### config.mk
export PLATFORM = sky130hd
export DESIGN_NAME = number_punct_symbol_classifier
export DESIGN_NICKNAME = d
export VERILOG_FILES = /design/src/rtl/npsc_pkg.sv /design/src/rtl/npsc_step.sv /design/src/rtl/number_punct_symbol_classifier.sv
export VERILOG_INCLUDE_DIRS = /design/src /design/src/rtl
export SDC_FILE = /design/constraint.sdc
export NUM_CORES = 1
export LEC_CHECK = 0
export ABC_CLOCK_PERIOD_IN_PS = 5550
export BUFFER_PORTS_ARGS = -buffer_cell sky130_fd_sc_hd__buf_4
export CORE_MARGIN = 2
export CORE_UTILIZATION = 57
export DETAILED_ROUTE_END_ITERATION = 10
export PLACE_DENSITY_LB_ADDON = 0.25
export SLEW_MARGIN = 20
export SYNTH_ARGS = -nofsm -noshare
export SYNTH_HDL_FRONTEND = slang
export SYNTH_SLANG_ARGS = --single-unit
### constraint.sdc
create_clock -name clock -period 5.55 [get_ports clock]
set_input_delay 0.555 -clock clock [delete_from_list [all_inputs] [get_ports clock]]
set_output_delay 0.555 -clock clock [all_outputs]
set_load 0.1 [all_outputs]
### src/rtl/number_punct_symbol_classifier_macros.svh
// Assertion macros shared by the classifier RTL.
// Self-contained: no dependencies on other files.
`ifndef NUMBER_PUNCT_SYMBOL_CLASSIFIER_MACROS_SVH
`define NUMBER_PUNCT_SYMBOL_CLASSIFIER_MACROS_SVH

// Same-cycle implication, disabled during reset.
`define NPSC_ASSERT_IMPLY(label, clk, rst, ante, cons, msg) \
   label: assert property (@(posedge clk) disable iff (rst) (ante) |-> (cons)) \
      else $error(msg);

// Next-cycle implication, disabled during reset.
`define NPSC_ASSERT_NEXT(label, clk, rst, ante, cons, msg) \
   label: assert property (@(posedge clk) disable iff (rst) (ante) |=> (cons)) \
      else $error(msg);

`endif

### src/rtl/npsc_pkg.sv
// Types and constants for the number, punctuation and symbol classifier.
// No dependencies; used by npsc_step and number_punct_symbol_classifier.
package npsc_pkg;

   localparam int CP_WIDTH = 21;

   localparam logic [CP_WIDTH-1:0] CP_PLUS  = 21'h00002B;
   localparam logic [CP_WIDTH-1:0] CP_MINUS = 21'h00002D;
   localparam logic [CP_WIDTH-1:0] CP_DOT   = 21'h00002E;
   localparam logic [CP_WIDTH-1:0] CP_COMMA = 21'h00002C;
   localparam logic [CP_WIDTH-1:0] CP_E_LO  = 21'h000065;
   localparam logic [CP_WIDTH-1:0] CP_E_UP  = 21'h000045;

   typedef enum logic [1:0] {
      CAT_OTHER  = 2'd0,
      CAT_NUMBER = 2'd1,
      CAT_PUNCT  = 2'd2,
      CAT_SYMBOL = 2'd3
   } npsc_cat_type;

   typedef enum logic [1:0] {
      CLASS_NONE   = 2'd0,
      CLASS_NUMBER = 2'd1,
      CLASS_PUNCT  = 2'd2,
      CLASS_SYMBOL = 2'd3
   } npsc_class_type;

   typedef enum logic [2:0] {
      PH_START  = 3'd0,
      PH_INT    = 3'd1,
      PH_FRAC   = 3'd2,
      PH_EXP    = 3'd3,
      PH_EXPDIG = 3'd4,
      PH_REJECT = 3'd5
   } npsc_phase_type;

   typedef struct packed {
      npsc_phase_type phase;
      logic           digit_seen;
      logic           all_punct;
      logic           all_symbol;
   } npsc_state_type;

   typedef struct packed {
      npsc_class_type form_class;
      logic           drop_trailing_dot;
   } npsc_result_type;

   localparam npsc_state_type STATE_RESET = '{
      phase:      PH_START,
      digit_seen: 1'b0,
      all_punct:  1'b1,
      all_symbol: 1'b1
   };

endpackage

### src/rtl/npsc_step.sv
// Combinational step of the classifier: number grammar and class flags.
// Depends on npsc_pkg.
module npsc_step (
   input  npsc_pkg::npsc_state_type              state_cur,
   input  logic [npsc_pkg::CP_WIDTH-1:0]         codepoint,
   input  logic [1:0]                            category,
   input  logic                                  last,
   output npsc_pkg::npsc_state_type              state_nxt,
   output npsc_pkg::npsc_result_type             result
);
   import npsc_pkg::*;

   npsc_phase_type ph;
   npsc_phase_type ph_nxt;
   logic           dseen;
   logic           consumed;
   logic           done;
   logic           active;
   logic           digit;
   logic           is_sign;
   logic           is_exp;
   logic           is_dot;
   logic           all_p;
   logic           all_s;
   logic           is_number;
   logic           drop;

   always_comb begin
      digit   = (category == CAT_NUMBER);
      is_sign = (codepoint == CP_PLUS) || (codepoint == CP_MINUS);
      is_exp  = (codepoint == CP_E_LO) || (codepoint == CP_E_UP);
      is_dot  = (codepoint == CP_DOT);
      all_p   = state_cur.all_punct && (category == CAT_PUNCT);
      all_s   = state_cur.all_symbol && (category == CAT_SYMBOL);
      active  = (state_cur.phase != PH_REJECT);

      ph       = state_cur.phase;
      ph_nxt   = state_cur.phase;
      dseen    = state_cur.digit_seen;
      consumed = 1'b0;
      done     = !active;

      if (!done && ph == PH_START) begin
         if (is_sign) begin
            ph_nxt   = PH_INT;
            consumed = 1'b1;
            done     = 1'b1;
         end else begin
            ph = PH_INT;
         end
      end
      if (!done && ph == PH_INT) begin
         if (digit) begin
            dseen    = 1'b1;
            ph_nxt   = PH_INT;
            consumed = 1'b1;
            done     = 1'b1;
         end else if ((is_dot && !last) || codepoint == CP_COMMA) begin
            ph_nxt   = PH_FRAC;
            consumed = 1'b1;
            done     = 1'b1;
         end else begin
            ph = PH_FRAC;
         end
      end
      if (!done && ph == PH_FRAC) begin
         done = 1'b1;
         if (digit) begin
            dseen    = 1'b1;
            ph_nxt   = PH_FRAC;
            consumed = 1'b1;
         end else if (dseen && is_exp) begin
            dseen    = 1'b0;
            ph_nxt   = PH_EXP;
            consumed = 1'b1;
         end
      end
      if (!done && ph == PH_EXP) begin
         done = 1'b1;
         if (is_sign || digit) begin
            if (digit) begin
               dseen = 1'b1;
            end
            ph_nxt   = PH_EXPDIG;
            consumed = 1'b1;
         end
      end
      if (!done && ph == PH_EXPDIG) begin
         if (digit) begin
            dseen    = 1'b1;
            consumed = 1'b1;
         end
      end

      is_number = 1'b0;
      drop      = 1'b0;
      if (active) begin
         if (last) begin
            if (consumed) begin
               is_number = dseen;
            end else if (dseen && is_dot) begin
               is_number = 1'b1;
               drop      = 1'b1;
            end
         end else if (!consumed) begin
            ph_nxt = PH_REJECT;
         end
      end

      if (is_number) begin
         result.form_class = CLASS_NUMBER;
      end else if (all_p) begin
         result.form_class = CLASS_PUNCT;
      end else if (all_s) begin
         result.form_class = CLASS_SYMBOL;
      end else begin
         result.form_class = CLASS_NONE;
      end
      result.drop_trailing_dot = drop;

      if (last) begin
         state_nxt = STATE_RESET;
      end else begin
         state_nxt.phase      = ph_nxt;
         state_nxt.digit_seen = dseen;
         state_nxt.all_punct  = all_p;
         state_nxt.all_symbol = all_s;
      end
   end

endmodule

### src/rtl/number_punct_symbol_classifier.sv
// Top level of the number, punctuation and symbol classifier.
// Depends on npsc_pkg, npsc_step and number_punct_symbol_classifier_macros.svh.
//
//   Channel | Direction | Payload
//   req     | in        | tdata: codepoint; tuser: category; tlast: final codepoint
//   rsp     | out       | tdata: form_class, drop_trailing_dot
//
// One codepoint is taken per cycle unless a final codepoint waits on a stalled result; a word's
// result is registered once its final codepoint has left the input register through the step logic.
// Reset clears the word state and both valid flags.
// A stalled result holds only final codepoints back; others keep flowing.
module number_punct_symbol_classifier (
   input  logic        clock,
   input  logic        reset,
   input  logic        req_tvalid,
   output logic        req_tready,
   input  logic [23:0] req_tdata,   // [20:0] codepoint, [23:21] zero
   input  logic [1:0]  req_tuser,   // [1:0] category
   input  logic        req_tlast,
   output logic        rsp_tvalid,
   input  logic        rsp_tready,
   output logic [7:0]  rsp_tdata    // [1:0] form_class, [2] drop_trailing_dot, [7:3] zero
);
   import npsc_pkg::*;
   `include "number_punct_symbol_classifier_macros.svh"

   logic                in_valid_ff;
   logic                in_valid_in;
   logic [CP_WIDTH-1:0] in_cp_ff;
   logic [1:0]          in_cat_ff;
   logic                in_last_ff;
   npsc_state_type      state_ff;
   npsc_state_type      state_in;
   npsc_state_type      step_nxt;
   npsc_result_type     step_result;
   logic                out_valid_ff;
   logic                out_valid_in;
   npsc_result_type     out_result_ff;
   logic                out_free;
   logic                s1_fire;
   logic                req_fire;

   npsc_step u_step (
      .state_cur (state_ff),
      .codepoint (in_cp_ff),
      .category  (in_cat_ff),
      .last      (in_last_ff),
      .state_nxt (step_nxt),
      .result    (step_result)
   );

   always_comb begin
      out_free   = !out_valid_ff || rsp_tready;
      s1_fire    = in_valid_ff && (!in_last_ff || out_free);
      req_tready = !in_valid_ff || s1_fire;
      req_fire   = req_tvalid && req_tready;

      if (req_fire) begin
         in_valid_in = 1'b1;
      end else if (s1_fire) begin
         in_valid_in = 1'b0;
      end else begin
         in_valid_in = in_valid_ff;
      end

      state_in = s1_fire ? step_nxt : state_ff;

      if (s1_fire && in_last_ff) begin
         out_valid_in = 1'b1;
      end else if (rsp_tready) begin
         out_valid_in = 1'b0;
      end else begin
         out_valid_in = out_valid_ff;
      end
   end

   always_ff @(posedge clock) begin
      if (reset) begin
         in_valid_ff  <= 1'b0;
         out_valid_ff <= 1'b0;
         state_ff     <= STATE_RESET;
      end else begin
         in_valid_ff  <= in_valid_in;
         out_valid_ff <= out_valid_in;
         state_ff     <= state_in;
      end
   end

   always_ff @(posedge clock) begin
      if (req_fire) begin
         in_cp_ff   <= req_tdata[CP_WIDTH-1:0];
         in_cat_ff  <= req_tuser;
         in_last_ff <= req_tlast;
      end
      if (s1_fire && in_last_ff) begin
         out_result_ff <= step_result;
      end
   end

   assign rsp_tvalid = out_valid_ff;
   assign rsp_tdata  = {5'b00000, out_result_ff.drop_trailing_dot, out_result_ff.form_class};

   `NPSC_ASSERT_IMPLY(a_drop_only_number, clock, reset,
      rsp_tvalid && rsp_tdata[2], rsp_tdata[1:0] == CLASS_NUMBER,
      "Trailing dot dropped on a form that is not a number.")
   `NPSC_ASSERT_NEXT(a_state_cleared, clock, reset,
      s1_fire && in_last_ff, state_ff == STATE_RESET,
      "Word state not cleared after the final codepoint.")
   `NPSC_ASSERT_NEXT(a_reject_sticky, clock, reset,
      state_ff.phase == PH_REJECT && !(s1_fire && in_last_ff), state_ff.phase == PH_REJECT,
      "Rejected number grammar left before the end of the word.")
   `NPSC_ASSERT_IMPLY(a_no_overwrite, clock, reset,
      s1_fire && in_last_ff, !out_valid_ff || rsp_tready,
      "Result register overwritten while its transaction was pending.")

endmodule

==> impl_metrics.json, run 1 <==
{
  "run_status": "finished clean",
  "synthDominantAreaCellType": "sky130_fd_sc_hd__edfxtp_1",
  "first_global_vias": 1368,
  "dp_cells": 229,
  "total_leakage_power_uw": 0.000815,
  "num_vias": 1412,
  "ys_dominant_reg_cell": "sky130_fd_sc_hd__edfxtp_1",
  "cts_repair_resize_count": 0,
  "cts.hold.buffers_added": 0,
  "fp.coreArea_um2": 3030,
  "initial_core_util_pct": 59.2,
  "grt_use_total_pct": 22.6,
  "sink_count_of_the_clock_tree": 35,
  "tritoncts.num_buffers": 5,
  "synth-async-reset-ratio_pct": 0,
  "grt_setup_unrepaired": "no",
  "detailedPlace.worstSlack_ns": 2.95,
  "path_max_fanout": 11,
  "max_slew_violation_total_from_the_final_report": 0,
  "via_per_inst": 5.96,
  "drtPass1Iterations": 4,
  "drc_errors": 0,
  "synth-edff-count": 27,
  "final_min_period_over_clock_period_pct": 47.2,
  "gr-total-overflow": 0,
  "synth_area_per_cell_um2": 11.3,
  "mostFrequentLayoutCells": "33 x sky130_fd_sc_hd__buf_4, 27 x sky130_fd_sc_hd__edfxtp_1, 17 x sky130_fd_sc_hd__nand2_1",
  "final_period_minus_worst_setup_slack_ns": 2.62,
  "wirelength_mm": 3.61,
  "hold_viol": 0,
  "hold_path_class": "input port to flop",
  "core_util_final_pct": 69.5,
  "cts.clk_slew.worst_paths_ns": 0.11,
  "critical_path_class": "flop to flop",
  "max_cap_viol_count": 0,
  "final_common_cell": "sky130_fd_sc_hd__buf_4",
  "worst_setup_path_end_kind": "flop",
  "final_instance_count_excl_fillers": 237,
  "power_density_nw_per_um2": 242,
  "die_area_um2": 3610,
  "report.final.setup_viol": 0,
  "dp_hpwl_mm": 2.79,
  "cts-root-to-sink-buffers": 2,
  "fmax_mhz": 381,
  "max_slew_margin_pct": 60.8,
  "ant_nets": 0,
  "place_congestion": 0.947,
  "antenna-diode-count": 0,
  "clock_tree_from_tritoncts": "built",
  "synth_sequential_area_ratio_pct": 54.2,
  "synthDistinctLibCells": 55,
  "post_route_worst_setup_slack_ns": 2.93,
  "cts.root.buffer_cell": "sky130_fd_sc_hd__clkbuf_4",
  "synthesized_netlist_cell_count": 158,
  "largest_net_degree_at_the_start_of_global_routing": 25,
  "power.ir.vdd_worst_v": 0.000181,
  "dieWidth_um": 60.1,
  "drive_above_1_share_pct": 26.9,
  "layout.nets": 223,
  "fin_setup_tns_ns": 0,
  "die_height_um": 60.1,
  "drt-wirelength-per-cell_um": 15.2,
  "num_rows": 20,
  "cts_post_setup_buffers_inserted": 0,
  "ys.warnings.count": 0,
  "syn_area_um2": 1790,
  "synth_seq_cells": 35,
  "max_clock_skew_ns": 0.0164,
  "endpoint_arrival_time_on_the_critical_path_ns": 2.83,
  "antenna_found_initial": 0,
  "cts_htree_levels": 2,
  "dr.first_iter.drc_count": 104,
  "portBuffers": 32,
  "top_cells_by_area_synth": "sky130_fd_sc_hd__edfxtp_1 45%, sky130_fd_sc_hd__dfxtp_1 8.9%, sky130_fd_sc_hd__nand2_1 3.6%, sky130_fd_sc_hd__buf_4 2.5%, sky130_fd_sc_hd__nor2_1 1.9%",
  "cp_data_required_time_ns": 5.75,
  "synth_largest_type_area_fraction_pct": 45.3,
  "grt_pass1_wl_mm": 5.91,
  "syn2layout_area_growth_pct": 17.5,
  "top_level_ports": 41,
  "critPathLaunchType": "flop",
  "max_slew.worst_pin.slew_ns": 0.586,
  "worst_skew_pair.late_latency_ns": 0.33
}
==> final cells by class <==
cell class	instances	area (um^2)
well taps	44	55.1
multi-input cells	109	752
fillers	222	923
inverters	8	30.0
clock inverters	2	7.51
repair buffers	33	248
clock buffers	6	41.3
flip-flops and latches	35	971
==> logic make-up after synthesis <==
family          share of synthesized area (%)
flops                                    54.2
simple gates                             18.9
compound gates                           19.1
other cells                             0.209
buf+inv                                  5.03
xor+xnor                                0.908
mux                                      1.68
==> sequential cells by signal (all words and copies together) (netlist names) <==
register / count
in_cp_ff: 21
state_ff: 6
rsp_tdata: 3
in_cat_ff: 2
in_valid_ff: 1
rsp_tvalid: 1
in_last_ff: 1
==> where the power goes <==
| group | total (uW) | internal, uW | leakage (uW) | switching, uW |
|---|---|---|---|---|
| logic | 80.1 | 29.5 | 0.000458 | 50.6 |
| clock network | 122 | 46.9 | 0.0000273 | 75.1 |
| registers | 307 | 297 | 0.000329 | 10.1 |
==> path summary, 6_finish.rpt <==
check / depth (start not counted) / slack [ns] / endpoint / startpoint
min: 1 / 0.40 / in_cat_ff[0]$_DFFE_PP_ / req_tuser[0]
max: 6 / 2.93 / state_ff[3]$_SDFFE_PP0P_ / in_cp_ff[15]$_DFFE_PP_
min reg2reg: 2 / 0.48 / state_ff[1]$_SDFFE_PP1P_ / state_ff[1]$_SDFFE_PP1P_
max reg2reg: 6 / 2.93 / state_ff[3]$_SDFFE_PP0P_ / in_cp_ff[15]$_DFFE_PP_
==> per-stage QoR <==
| step | cell area [um^2] | total power, uW | hold WS (ns) |
|---|---|---|---|
| 6_report | 2100 | 509 | 0.397 |
| 5_1_grt | 2100 | 532 | 0.374 |
| 4_1_cts | 2100 | 513 | 0.386 |
| 3_5_place_dp | 2060 | 392 | 0.474 |
| 3_3_place_gp | 2060 | 389 | 0.451 |
| 2_1_floorplan | 1810 | 368 | 0.439 |
==> worst max-delay path: stages (launching register included) <==
cell and delay [ns]:
sky130_fd_sc_hd__edfxtp_1 0.38, sky130_fd_sc_hd__nor4_2 0.34, sky130_fd_sc_hd__nand4_1 0.53, sky130_fd_sc_hd__o31a_1 0.49, sky130_fd_sc_hd__a21boi_2 0.18, sky130_fd_sc_hd__o31ai_1 0.43
sky130_fd_sc_hd__o221ai_1 0.16
==> metal layers <==
layer  vias to the layer above  share of wire, %  GRT usage (%)
met5                         -                 0              0
met4                         0               3.4           11.4
met3                        18               6.7           7.14
met2                        66                50           36.8
met1                       661                40           26.7
li1                        667                 -              -
==> synthesized netlist by cell type (3+ instances only) <==
cell / count
sky130_fd_sc_hd__a21oi_1: 6
sky130_fd_sc_hd__inv_1: 8
sky130_fd_sc_hd__nor2b_1: 5
sky130_fd_sc_hd__dfxtp_1: 8
sky130_fd_sc_hd__edfxtp_1: 27
sky130_fd_sc_hd__nand2_1: 17
sky130_fd_sc_hd__clkbuf_1: 4
sky130_fd_sc_hd__o21ai_0: 3
sky130_fd_sc_hd__and3_1: 4
sky130_fd_sc_hd__nor3_1: 3
sky130_fd_sc_hd__nand4_1: 4
sky130_fd_sc_hd__nand3_1: 4
sky130_fd_sc_hd__nor2_1: 9
sky130_fd_sc_hd__mux2i_1: 3
sky130_fd_sc_hd__buf_4: 6
Note: power is estimated with default switching activity, not from simulation.
==> run 2: changes to the inputs <==
--- a/config.mk
+++ b/config.mk
@@ -6,10 +6,11 @@
 export SDC_FILE = /design/constraint.sdc
 export NUM_CORES = 1
 export LEC_CHECK = 0
-export ABC_CLOCK_PERIOD_IN_PS = 5550
+export ABC_AREA = 1
+export ABC_CLOCK_PERIOD_IN_PS = 2650
 export BUFFER_PORTS_ARGS = -buffer_cell sky130_fd_sc_hd__buf_4
 export CORE_MARGIN = 2
-export CORE_UTILIZATION = 57
+export CORE_UTILIZATION = 53
 export DETAILED_ROUTE_END_ITERATION = 10
 export PLACE_DENSITY_LB_ADDON = 0.25
 export SLEW_MARGIN = 20
==> constraint.sdc (replaced) <==
create_clock -name clock -period 2.65 [get_ports clock]
set_input_delay 0.265 -clock clock [delete_from_list [all_inputs] [get_ports clock]]
set_output_delay 0.265 -clock clock [all_outputs]
set_load 0.1 [all_outputs]
==> run 2 against run 1 <==
Die area rose by 5.3%. Register-to-register slack got worse by 2.3 ns. Hold slack got worse by 0.30 ns. Non-clock buffer count did not move. Critical path depth rose by 8. Global-route usage fell by 4.1 points. First-iteration DRC count fell by 35%. Utilization fell by 1.7 points. Final cell count rose by 19%. Clock skew fell by 0.0031 ns. Largest cell class unchanged. Highest routed layer unchanged.
==> impl_metrics.json, run 2 <==
{
  "fin_setup_tns_ns": 0,
  "syn_area_um2": 1760,
  "sink_count_of_the_clock_tree": 35,
  "place_area_um2": 2050,
  "power.ir.vdd_worst_v": 0.000337,
  "final_period_minus_worst_setup_slack_ns": 1.98,
  "die_area_um2": 3800,
  "antenna-diode-count": 0,
  "synth-async-reset-ratio_pct": 0,
  "worst_skew_pair.late_latency_ns": 0.33,
  "cts.hold.buffers_added": 0,
  "mostFrequentLayoutCells": "47 x sky130_fd_sc_hd__nand2_1, 33 x sky130_fd_sc_hd__buf_4, 27 x sky130_fd_sc_hd__edfxtp_1",
  "synth-edff-count": 27,
  "r2r-end": "rsp_tdata[1]$_SDFFCE_PP0P_",
  "max_slew_violation_total_from_the_final_report": 0,
  "top_level_ports": 41,
  "fmax_mhz": 506,
  "synth_area_per_cell_um2": 8.85,
  "largest_net_degree_at_the_start_of_global_routing": 25,
  "via_per_inst": 4.99,
  "worst_setup_path_end_kind": "flop",
  "synth_largest_type_area_fraction_pct": 46.1,
  "dieWidth_um": 61.6,
  "cts-root-to-sink-buffers": 2,
  "cts.clk_slew.worst_paths_ns": 0.12,
  "num_vias": 1413,
  "synth_commonest_cells": "47 x sky130_fd_sc_hd__nand2_1, 27 x sky130_fd_sc_hd__edfxtp_1, 26 x sky130_fd_sc_hd__inv_1",
  "synth_sequential_area_ratio_pct": 55.2,
  "synthesized_netlist_cell_count": 199,
  "hold_viol": 0,
  "fin_area_um2": 2100,
  "top_cells_by_area_synth": "sky130_fd_sc_hd__edfxtp_1 46%, sky130_fd_sc_hd__nand2_1 10%, sky130_fd_sc_hd__dfxtp_1 9.1%, sky130_fd_sc_hd__nand3_1 6.0%, sky130_fd_sc_hd__inv_1 5.5%",
  "synthDominantAreaCellType": "sky130_fd_sc_hd__edfxtp_1",
  "synthDistinctLibCells": 25,
  "cts_post_setup_buffers_inserted": 0,
  "drtPass1Iterations": 4,
  "power_frac_comb_pct": 14.6,
  "endpoint_arrival_time_on_the_critical_path_ns": 2.08,
  "internal_power_uw": 776,
  "final_min_period_over_clock_period_pct": 74.6,
  "drc_errors": 0,
  "cts_repair_resize_count": 0,
  "layout.nets": 269,
  "power_switching_share_pct": 28.0,
  "wirelength_mm": 3.07,
  "ff2ff_setup_slack_ns": 0.67,
  "num_rows": 20,
  "synth_seq_cells": 35,
  "ys.warnings.count": 0,
  "cts.root.buffer_cell": "sky130_fd_sc_hd__clkbuf_4",
  "clkPwrFrac_pct": 26.2,
  "grt_use_total_pct": 18.5,
  "dr.first_iter.drc_count": 68,
  "path_max_fanout": 5,
  "fp.coreArea_um2": 3100,
  "max_clock_skew_ns": 0.0133,
  "critical_path_class": "flop to flop",
  "ant_nets": 0,
  "timing.reg2reg.worst_path_depth": 14,
  "initial_core_util_pct": 56.7,
  "final_common_cell": "sky130_fd_sc_hd__nand2_1",
  "clock_tree_from_tritoncts": "built",
  "grt_pass1_wl_mm": 5.06,
  "crit_path_start": "in_cp_ff[17]$_DFFE_PP_",
  "max_cap_viol_count": 0,
  "dp_hpwl_mm": 2.44,
  "ys_dominant_reg_cell": "sky130_fd_sc_hd__edfxtp_1",
  "place_congestion": 0.902,
  "worst_hold_slack_ns": 0.0960,
  "cts_htree_levels": 2,
  "largest-register": "in_cp_ff",
  "report.final.setup_viol": 0,
  "drt-wirelength-per-cell_um": 10.9,
  "syn2layout_area_growth_pct": 19.5,
  "synthMostInstantiatedCell": "sky130_fd_sc_hd__nand2_1",
  "total_leakage_power_uw": 0.000943,
  "die_height_um": 61.6,
  "antenna_found_initial": 0,
  "grt_setup_unrepaired": "no",
  "critPathLaunchType": "flop",
  "n_fill_cell": 273,
  "power_density_nw_per_um2": 513,
  "cp_data_required_time_ns": 2.75,
  "largest_register_ffs": 21,
  "portBuffers": 32,
  "run_status": "finished clean",
  "first_global_vias": 1318,
  "endpoint": "rsp_tdata[1]$_SDFFCE_PP0P_",
  "gr-total-overflow": 0,
  "power.share.sequential_pct": 59.1,
  "worstReg2RegStart": "in_cp_ff[17]$_DFFE_PP_",
  "tritoncts.num_buffers": 5,
  "switchingPower_uw": 302,
  "hold_path_class": "input port to flop",
  "drive_above_1_share_pct": 28.0
}
## run 2: cell types whose count changed in the layout (fill, tap and decap cells not counted), moves of 5 or more
cell and change:
sky130_fd_sc_hd__nand2_1 +30, sky130_fd_sc_hd__inv_1 +18, sky130_fd_sc_hd__nand3_1 +16, sky130_fd_sc_hd__a21oi_1 +6, sky130_fd_sc_hd__inv_2 +6, sky130_fd_sc_hd__nand2_2 +6
sky130_fd_sc_hd__nand3_2 +6, sky130_fd_sc_hd__nor2b_1 -5
## run 2: cells by family (layout without fill, tap and decap cells)
kind of cell,Yosys count,count (layout),synth area share [%]
simple gates,105,105,28.9
compound gates,20,20,6.54
buf+inv,38,74,9.17
other cells,1,5,0.213
flops,35,35,55.2
## run 2: how the worst min path moves through the flow
stage          slack [ns]                        to  cells past startpoint                startpoint
2_1_floorplan        0.33  state_ff[3]$_SDFFE_PP0P_                      1                     reset
3_3_place_gp         0.44  state_ff[0]$_SDFFE_PP1P_                      2  state_ff[0]$_SDFFE_PP1P_
3_5_place_dp         0.44     in_cp_ff[7]$_DFFE_PP_                      1              req_tdata[7]
4_1_cts              0.08     in_cp_ff[7]$_DFFE_PP_                      1              req_tdata[7]
5_1_grt              0.07     in_cp_ff[4]$_DFFE_PP_                      1              req_tdata[4]
6_report              0.1     in_cp_ff[4]$_DFFE_PP_                      1              req_tdata[4]
## run 2: final cells by class
cell class	count	area (um^2)	area share, %
sequential	35	971	46.2
clock inverter	3	20.0	0.952
clock buffer	5	37.5	1.78
tap	44	55.1	2.62
timing repair buffer	33	248	11.8
multi-input combinational	130	648	30.8
inverter	33	124	5.89
## run 2: per-layer routing
metal  share of wire (%)  global-route usage [%]  vias to the layer above
li1                    -                       -                      724
met1                  43                    21.3                      638
met2                  51                    32.0                       45
met3                 4.8                    3.99                        6
met4                 1.6                    9.73                        0
met5                   0                       0                        -
## run 2: stage by stage
step                      setup WS (ns)  util [%]  total power, uW  instances
after floorplan                  0.0545         -              762        203
after global placement            0.780      65.9              804        275
after detailed placement          0.722      65.9              808        275
after CTS                         0.711      67.8             1090        283
after global routing              0.461      67.8             1130        283
final                             0.674      67.8             1080        283
## run 2: power groups by stage
stage	clock (uW)	sequential, uW	combinational [uW]
floorplan	0	658	104
global placement	0	649	155
detailed placement	0	650	158
CTS	293	637	158
global route	318	640	174
finish	283	637	158
## run 2: worst max-delay path, cell delays in order (launching register included)
cell                       delay (ns)
sky130_fd_sc_hd__edfxtp_1        0.42
sky130_fd_sc_hd__inv_1           0.07
sky130_fd_sc_hd__nand2_1         0.04
sky130_fd_sc_hd__nor2_1          0.10
sky130_fd_sc_hd__nand2_1         0.10
sky130_fd_sc_hd__nor2_4          0.14
sky130_fd_sc_hd__nand2_1         0.10
sky130_fd_sc_hd__a21oi_1         0.21
sky130_fd_sc_hd__nand4_1         0.15
sky130_fd_sc_hd__nand2_1         0.11
sky130_fd_sc_hd__nor2_2          0.05
sky130_fd_sc_hd__nand3_1         0.06
sky130_fd_sc_hd__nand3_1         0.10
sky130_fd_sc_hd__nand2_1         0.07
sky130_fd_sc_hd__inv_1           0.03
==> run 3: changes to the inputs <==
--- a/config.mk
+++ b/config.mk
@@ -6,11 +6,11 @@
 export SDC_FILE = /design/constraint.sdc
 export NUM_CORES = 1
 export LEC_CHECK = 0
-export ABC_AREA = 1
-export ABC_CLOCK_PERIOD_IN_PS = 2650
+export ABC_AREA = 0
+export ABC_CLOCK_PERIOD_IN_PS = 1600
 export BUFFER_PORTS_ARGS = -buffer_cell sky130_fd_sc_hd__buf_4
 export CORE_MARGIN = 2
-export CORE_UTILIZATION = 53
+export CORE_UTILIZATION = 48
 export DETAILED_ROUTE_END_ITERATION = 10
 export PLACE_DENSITY_LB_ADDON = 0.25
 export SLEW_MARGIN = 20
==> constraint.sdc (replaced) <==
create_clock -name clock -period 1.6 [get_ports clock]
set_input_delay 0.16 -clock clock [delete_from_list [all_inputs] [get_ports clock]]
set_output_delay 0.16 -clock clock [all_outputs]
set_load 0.1 [all_outputs]
==> run 3 against run 2 <==
The run now ends with negative setup slack left. Critical endpoint is now rsp_tdata[0]$_SDFFCE_PP1P_. Count of clock-buffer cells in the layout unchanged. Via count grew 7.5%. Power is 90% higher. Fmax decreased by 5.3%. Clock power is 120% higher. Utilization rose by 0.61 points. Largest power group unchanged. Sequential cell count unchanged. Sequential power grew 65%. Routed wire length rose by 42%. Critical path type unchanged.
==> impl_metrics.json, run 3 (synthesis results as in run 1) <==
{
  "endpoint_arrival_time_on_the_critical_path_ns": 2.13,
  "endpoint": "rsp_tdata[0]$_SDFFCE_PP1P_",
  "cts_htree_levels": 2,
  "layout.nets": 257,
  "initial_core_util_pct": 49.3,
  "gr-total-overflow": 0,
  "die_height_um": 65.1,
  "cts-root-to-sink-buffers": 2,
  "power_frac_comb_pct": 17.6,
  "hold_viol": 0,
  "dr.first_iter.drc_count": 141,
  "r2r-end": "rsp_tdata[0]$_SDFFCE_PP1P_",
  "switchingPower_uw": 568,
  "final_common_cell": "sky130_fd_sc_hd__buf_4",
  "post-layout-total-power_uw": 2050,
  "power_switching_share_pct": 27.8,
  "antenna_found_initial": 0,
  "cts.hold.buffers_added": 0,
  "critPathLaunchType": "flop",
  "timing.reg2reg.worst_path_depth": 6,
  "power_density_nw_per_um2": 824,
  "syn2layout_area_growth_pct": 38.7,
  "wirelength_mm": 4.35,
  "final_period_minus_worst_setup_slack_ns": 2.09,
  "tritoncts.num_buffers": 5,
  "crit_path_max_incr_delay_ns": 0.42,
  "num_rows": 22,
  "fp.coreArea_um2": 3630,
  "failing_checks": "negative setup slack",
  "ant_nets": 0,
  "grt_setup_unrepaired": "yes",
  "clock_tree_from_tritoncts": "built",
  "die_area_um2": 4240,
  "max_clock_skew_ns": 0.00682,
  "clkPwrFrac_pct": 31.0,
  "cts.root.buffer_cell": "sky130_fd_sc_hd__clkbuf_8",
  "chain_of_cells_forming_the_critical_path": "nor3b_2, nand4_2, o21a_4, a21boi_2, nor3_4, o32a_1",
  "drtPass1Iterations": 4,
  "ff2ff_setup_slack_ns": -0.49,
  "sink_count_of_the_clock_tree": 35,
  "cp_data_required_time_ns": 1.64,
  "run_status": "complete, but fails checks",
  "mostFrequentLayoutCells": "65 x sky130_fd_sc_hd__buf_4, 27 x sky130_fd_sc_hd__edfxtp_1, 17 x sky130_fd_sc_hd__nand2_1",
  "fmax_mhz": 479,
  "cts.clk_slew.worst_paths_ns": 0.08,
  "num_vias": 1519,
  "internal_power_uw": 1480,
  "post_route_worst_setup_slack_ns": -0.486,
  "power.share.sequential_pct": 51.4,
  "drc_errors": 0,
  "drive_above_1_share_pct": 42.3,
  "hold_path_class": "input port to flop",
  "critical_path_class": "flop to flop",
  "dieWidth_um": 65.1,
  "report.final.setup_viol": 7,
  "final_min_period_over_clock_period_pct": 130,
  "dp_hpwl_mm": 3.39,
  "grt_pass1_wl_mm": 7.20,
  "place_congestion": 0.959,
  "worstReg2RegStart": "in_cp_ff[4]$_DFFE_PP_",
  "worst_skew_pair.late_latency_ns": 0.28,
  "crit_path_start": "in_cp_ff[4]$_DFFE_PP_",
  "max_slew_violation_total_from_the_final_report": 0,
  "antenna-diode-count": 0,
  "path_max_fanout": 4,
  "total_leakage_power_uw": 0.00100,
  "top_level_ports": 41,
  "via_per_inst": 5.52,
  "slowest_stage": "sky130_fd_sc_hd__edfxtp_1",
  "max_cap_viol_count": 0,
  "portBuffers": 32,
  "grt_use_total_pct": 22.8,
  "worst_setup_path_end_kind": "flop",
  "power.ir.vdd_worst_v": 0.000560,
  "largest_net_degree_at_the_start_of_global_routing": 23,
  "largest_register_ffs": 21,
  "drt-wirelength-per-cell_um": 15.8,
  "first_global_vias": 1543,
  "core_util_final_pct": 68.4,
  "largest-register": "in_cp_ff"
}
[run 3: power by group through the flow]
stage               logic, uW  registers (uW)  clock network (uW)
detailed placement        345            1070                   0
floorplan                 186            1100                   0
global route              386            1060                 688
CTS                       353            1050                 644
finish                    360            1050                 634
global placement          343            1070                   0
[run 3: per-stage QoR]
stage / area, um^2 / worst slack (ns) / std cells / TNS [ns] / hold slack [ns]
final: 2480 / -0.486 / 275 / -2.93 / 0.0465
after global routing: 2480 / -0.595 / 275 / -3.79 / 0.0330
after CTS: 2470 / -0.480 / 275 / -2.87 / 0.0399
after detailed placement: 2350 / -0.484 / 266 / -2.98 / 0.339
after global placement: 2350 / -0.472 / 266 / -2.98 / 0.338
after floorplan: 1850 / -0.381 / 162 / -1.63 / 0.229
[run 3: worst max-delay path: cells and delay by family, from the launching register on]
kind / cells / cell delay (ns)
compound gates: 3 / 0.83
simple gates: 3 / 0.59
flops: 1 / 0.42
[run 3: worst min-delay path by stage]
| stage | from | to | cells after the start |
|---|---|---|---|
| global placement | req_tuser[0] | in_cat_ff[0]$_DFFE_PP_ | 1 |
| global route | req_tdata[7] | in_cp_ff[7]$_DFFE_PP_ | 1 |
| detailed placement | req_tuser[0] | in_cat_ff[0]$_DFFE_PP_ | 1 |
| finish | req_tdata[4] | in_cp_ff[4]$_DFFE_PP_ | 1 |
| floorplan | reset | in_valid_ff$_SDFFE_PP0P_ | 1 |
| CTS | req_tdata[7] | in_cp_ff[7]$_DFFE_PP_ | 1 |
[run 3: timing repair]
action	in CTS	in global routing
pin swaps	2	2
endpoints found under the setup margin	7	7
setup buffers	1	0
gates resized for setup	4	2
[run 3: area by class of cell]
class                           instances  area [um^2]
Multi-Input combinational cell        109          812
Tap cell                               48         60.1
Timing Repair Buffer                   67          519
Clock buffer                            5         68.8
Fill cell                             285         1150
Clock inverter                          3         20.0
Inverter                                8         30.0
Sequential cell                        35          975
[run 3: metal layers]
layer  track usage [%]  vias to the layer above  share of wire, %
met4              9.11                        0               1.7
met5                 0                        -                 0
met2              37.1                       56                50
li1                  -                      738                 -
met1              29.7                      719                43
met3              4.97                        6               5.3
